File: src/hdl/aabb_plane_set_cull_top_defines.svh
// ----------------------------------------------------------------------------
// Plane set cull assertion macros
// Shared concurrent assertion forms, clocked on clk, disabled in reset.
// ----------------------------------------------------------------------------
`ifndef AABB_PLANE_SET_CULL_TOP_DEFINES_SVH
`define AABB_PLANE_SET_CULL_TOP_DEFINES_SVH

// Same-cycle implication
`define APSC_ASSERT_NOW(label, ante, cons, msg) \
    label: assert property (@(posedge clk) disable iff (!rst_n) (ante) |-> (cons)) \
        else $error(msg);

// Implication starting in the next cycle
`define APSC_ASSERT_NEXT(label, ante, cons, msg) \
    label: assert property (@(posedge clk) disable iff (!rst_n) (ante) |=> (cons)) \
        else $error(msg);

// Implication with a free-form consequent sequence
`define APSC_ASSERT_SEQ(label, ante, cons, msg) \
    label: assert property (@(posedge clk) disable iff (!rst_n) (ante) |-> cons) \
        else $error(msg);

`endif

File: src/hdl/apsc_pkg.sv
// ----------------------------------------------------------------------------
// Plane set cull package
// Box and plane types, per-plane verdict and shared helpers.
// ----------------------------------------------------------------------------
package apsc_pkg;

    localparam int REG_COUNT      = 6;
    localparam int NUM_PLANES_DEF = 6;
    localparam int CFG_IDX_W      = 3;
    localparam int CFG_DATA_W     = 64;

    localparam int COORD_W  = 16;
    localparam int EXTENT_W = 15;
    localparam int NORM_W   = 16;

    // Normal products and the scaled offset carry 14 fraction bits
    localparam int PROD_W   = 2 * COORD_W;
    localparam int OFFS_W   = NORM_W + 14;
    localparam int RPROD_W  = EXTENT_W + NORM_W;
    localparam int DIST_W   = PROD_W + 2;
    localparam int RADIUS_W = RPROD_W + 2;
    localparam int MARGIN_W = DIST_W + 1;

    typedef struct packed {
        logic signed [NORM_W-1:0] d;
        logic signed [NORM_W-1:0] nz;
        logic signed [NORM_W-1:0] ny;
        logic signed [NORM_W-1:0] nx;
    } plane_t;

    typedef struct packed {
        logic signed [COORD_W-1:0] cx;
        logic signed [COORD_W-1:0] cy;
        logic signed [COORD_W-1:0] cz;
        logic [EXTENT_W-1:0]       ex;
        logic [EXTENT_W-1:0]       ey;
        logic [EXTENT_W-1:0]       ez;
    } box_t;

    typedef struct packed {
        logic outside;
        logic enclosed;
    } verdict_t;

    // Magnitude of a normal component; the most negative code maps to 2.0
    function automatic logic [NORM_W-1:0] norm_mag(input logic signed [NORM_W-1:0] n);
        logic [NORM_W-1:0] m;
        m = n[NORM_W-1] ? (~n + 1'b1) : n;
        return m;
    endfunction

endpackage

File: src/hdl/apsc_plane_lane.sv
// ----------------------------------------------------------------------------
// Plane set cull lane
// Three-stage test of one box against one plane: products, sums, compares.
// ----------------------------------------------------------------------------
module apsc_plane_lane (
    input  logic              clk,
    input  apsc_pkg::box_t    box,
    input  apsc_pkg::plane_t  plane,
    output apsc_pkg::verdict_t verdict
);

    logic signed [apsc_pkg::PROD_W-1:0]   px_reg, py_reg, pz_reg;
    logic signed [apsc_pkg::OFFS_W-1:0]   pd_reg;
    logic        [apsc_pkg::RPROD_W-1:0]  rx_reg, ry_reg, rz_reg;
    logic signed [apsc_pkg::DIST_W-1:0]   dist_reg;
    logic        [apsc_pkg::RADIUS_W-1:0] radius_reg;
    logic signed [apsc_pkg::DIST_W-1:0]   radius_s;
    logic signed [apsc_pkg::MARGIN_W-1:0] margin;
    apsc_pkg::verdict_t                   verdict_next;
    apsc_pkg::verdict_t                   verdict_reg;

    // Stage 1: products
    always_ff @(posedge clk)
    begin
        px_reg <= plane.nx * box.cx;
        py_reg <= plane.ny * box.cy;
        pz_reg <= plane.nz * box.cz;
        pd_reg <= {plane.d, 14'b0};
        rx_reg <= box.ex * apsc_pkg::norm_mag(plane.nx);
        ry_reg <= box.ey * apsc_pkg::norm_mag(plane.ny);
        rz_reg <= box.ez * apsc_pkg::norm_mag(plane.nz);
    end

    // Stage 2: distance and projected radius
    always_ff @(posedge clk)
    begin
        dist_reg <= apsc_pkg::DIST_W'(px_reg) + apsc_pkg::DIST_W'(py_reg)
                  + apsc_pkg::DIST_W'(pz_reg) + apsc_pkg::DIST_W'(pd_reg);
        radius_reg <= apsc_pkg::RADIUS_W'(rx_reg) + apsc_pkg::RADIUS_W'(ry_reg)
                    + apsc_pkg::RADIUS_W'(rz_reg);
    end

    // Stage 3: outside when dist > radius, inside when dist + radius < 0
    always_comb
    begin
        radius_s              = $signed({1'b0, radius_reg});
        margin                = apsc_pkg::MARGIN_W'(dist_reg) + apsc_pkg::MARGIN_W'(radius_s);
        verdict_next.outside  = (dist_reg > radius_s);
        verdict_next.enclosed = margin[apsc_pkg::MARGIN_W-1];
    end

    always_ff @(posedge clk)
    begin
        verdict_reg <= verdict_next;
    end

    assign verdict = verdict_reg;

endmodule

File: config.mk
export PLATFORM = sky130hd
export DESIGN_NAME = apsc_plane_lane
export DESIGN_NICKNAME = d
export VERILOG_FILES = /design/src/hdl/aabb_plane_set_cull_top_defines.svh /design/src/hdl/apsc_pkg.sv /design/src/hdl/apsc_plane_lane.sv
export SDC_FILE = /design/constraint.sdc
export NUM_CORES = 2
export LEC_CHECK = 0
export CAP_MARGIN = 20
export CORE_MARGIN = 3
export CORE_UTILIZATION = 45
export CTS_BUF_LIST = sky130_fd_sc_hd__clkbuf_8
export CTS_CLUSTER_SIZE = 20
export DETAILED_ROUTE_END_ITERATION = 8
export DONT_BUFFER_PORTS = 1
export GPL_ROUTABILITY_DRIVEN = 0
export PLACE_DENSITY = 0.57
export SETUP_SLACK_MARGIN = 0.2
export SYNTH_ARGS = -nofsm -noshare
export SYNTH_HDL_FRONTEND = slang
export SYNTH_SLANG_ARGS = --single-unit
File: constraint.sdc
create_clock -name clk -period 11 [get_ports clk]
set_input_delay 2.2 -clock clk [delete_from_list [all_inputs] [get_ports clk]]
set_output_delay 2.2 -clock clk [all_outputs]
set_load 0.005 [all_outputs]
==> key figures <==
Placed design
  – Post-DP HPWL: between 100 and 150 mm
  – Port bufs: 0

Setup path
  – Critical path data required time: around 12000 ps
  – Critical Path Fanout Max: 21
  – Crit path kind: input port to flip-flop
  – Worst r2r path cells: 12
  – R2r setup slk: just under 7000 ps
  – Critical Path Source: plane[21]
  – Startpoint Class: input port
  – RR Endpoint: dist_reg[33]
  – Crit. End Element: flip-flop
  – CP Data Arrival Time: about 9700 ps
  – Worst r2r src: px_reg[3]

Synth
  – Netlist cell types: 76
  – Area leader, netlist: fa_1
  – Top cells by area, synth: fa_1, ha_1, inv_1, dfxtp_1, and2_1
  – Ys async rst share: 0%
  – Total of warnings raised by yosys: 0
  – EDFF count, synth: 0
  – Synth top area share: 42.9%
  – Synthesized instance count: about 7100
  – Mean post-synth cell area: between 9 and 10 µm²
  – Count leader, synth: inv_1
  – FF+latch count, synth: between 200 and 300
  – Main synth FF type: dfxtp_1
  – Synthesized area: roughly 66000 µm²
  – Top post-synthesis cells by count: inv_1, fa_1, and2_1, nand2_1, ha_1
  – Mapped Nets: around 9400
  – Register area share after synthesis: 8.33%

Timing
  – Final setup violation count: 0
  – RSZ-0062 raised after global routing: no
  – Final min period: between 9000 and 10000 ps
  – Number of hold violations in the final report: 0
  – Setup_tns: 0 ps
  – Ratio of final minimum period to clock period: ~83%
  – Worst slew margin: 33.3%
  – Clk_skew: 58.8 ps
  – Fmax: approximately 0.11 GHz
  – Max Slew Vio Count: 0
  – Worst Tran Pin Value: 996 ps

Min path
  – Min-Delay Path Depth: 3
  – Hold EP: dist_reg[0]
  – Hold crit path type: flip-flop to flip-flop
  – Worst Hold Launch: pz_reg[0]

Floorplan
  – Core Area: 144000 µm²
  – Std-Cell Rows: approximately 140
  – Die W: just under 400 µm
  – Die H: ~390 µm
  – Die footprint: ~150000 µm²
  – Boundary Pins: between 150 and 200
  – Initial cell density of the core: roughly 46%

Clock tree
  – Clock sink count: around 270
  – CTS Buffer Depth: 3
  – Total number of H-tree levels: 2
  – CTS tree: yes
  – Num CTS Buffers: between 40 and 50
  – Post-CTS Resized: 0
  – Worst skew pair latency: roughly 620 ps
  – Post-CTS setup buffer count: 0
  – Clk root buf: clkbuf_8
  – Clock-pin slew on the worst setup and hold paths: around 70 ps
  – # hold bufs at CTS: 0

Detailed routing
  – 1st-iter DRT viols: approximately 2400
  – Via density: between 5 and 6
  – Final wirelength: roughly 160 mm
  – ANT nets after route: 0
  – DR pass1 iterations: 5
  – Routed vias: between 40000 and 50000
  – # DRC: 0
  – Wire per inst: approximately 18 µm

Global route
  – Vias in the first global route: 50300
  – Initial antenna violation count: 16
  – First-pass GRT wire length: ~270 mm
  – GRT overflow: 0
  – Gr usage total: between 20% and 30%
  – Largest net degree at the start of global routing: 33

Cells and area
  – P&R area growth vs syn: 4.28%
  – Layout net count: roughly 9000
  – Fillers: 13900
  – Max reg flops: 34
  – Layout cell share with drive strength beyond 1: 1.78%

Outcome
  – Outcome: finished, final reports clean

Job
  – Max Cap Violations: 0
## cell usage in the layout, fill, tap and decap left out, types with 7 or more instances in the layout
cell type     n
a211oi_1     24
a21o_1       89
a21oi_1     199
a221oi_1     16
a31oi_1      17
and2_1      786
and3_1       26
buf_4        41
clkbuf_8     52
dfxtp_1     274
diode_2       7
fa_1       1410
ha_1        674
inv_1      1634
nand2_1     786
nand2b_1     61
nand3_1      46
nand4_1      12
nor2_1      140
nor2b_1      25
nor3_1       52
nor4_1       15
o211ai_1     14
o21a_1       26
o21ai_0      80
o21ai_1      33
o21bai_1     39
o31a_1        7
o31ai_1      23
o41ai_1       8
or3_1        15
or4_1         9
xnor2_1     205
xor2_1       52
## through the flow
step	util, %	hold slack [ps]	setup WS (ps)	instance area, µm²	cells
floorplan	-	464	1550	65800	7134
global placement	46.9	566	1330	67700	8833
detailed placement	46.9	570	1210	67700	8833
CTS	47.5	552	1890	68600	8909
global route	47.5	598	1340	68600	8912
finish	47.5	553	1850	68600	8916
## kinds of logic after synthesis
logic type,after synthesis,share of synthesized area (%)
mux,5,0.0760
simple gates,1996,15.3
compound gates,645,6.40
xor+xnor,263,3.50
fa+ha+maj,2084,55.7
flops,274,8.33
buf+inv,1867,10.6
## critical path: stages
cell and delay [ps]:
or4_1 530, or4_1 550, o31ai_1 290, xnor2_1 100, buf_4 190, and2_1 190, fa_1 530, inv_1 50
fa_1 530, inv_1 50, fa_1 480, fa_1 510, fa_1 490, inv_1 50, fa_1 470, inv_1 40
ha_1 350, and4_1 230, o21ai_1 100, o221ai_2 140, a221oi_2 430, o31ai_2 150, or4_1 440, a31o_1 250
a31oi_1 200, xnor2_1 130
## how the worst max path moves through the flow
stage / endpoint / slack [ps]
floorplan: ry_reg[29] / 1550
global route: rx_reg[29] / 1340
global placement: ry_reg[29] / 1330
CTS: ry_reg[29] / 1890
detailed placement: ry_reg[29] / 1210
finish: ry_reg[29] / 1850
## metal layers
metal  routed length (µm)  vias to the layer above  GRT usage [%]
li1                     -                    21100              -
met1                70700                    23600           30.2
met2                82100                     1012           39.7
met3                 7620                      193           2.57
met4                 4190                        2           5.02
met5                   13                        -              0
## final cells by class
| class | instances | area [µm²] | area share [%] |
|---|---|---|---|
| diodes | 7 | 17.5 | 0.0255 |
| clock buffers | 52 | 716 | 1.04 |
| clock inverters | 24 | 249 | 0.363 |
| inverters | 1622 | 6090 | 8.87 |
| multi-input cells | 4993 | 53400 | 77.8 |
| flip-flops and latches | 274 | 5490 | 7.99 |
| well taps | 1903 | 2380 | 3.47 |
| repair buffers | 41 | 308 | 0.448 |
Power is left out: the tool's default activity adds up to more than one toggle a clock period on the data nets, which glitch-free logic cannot reach.
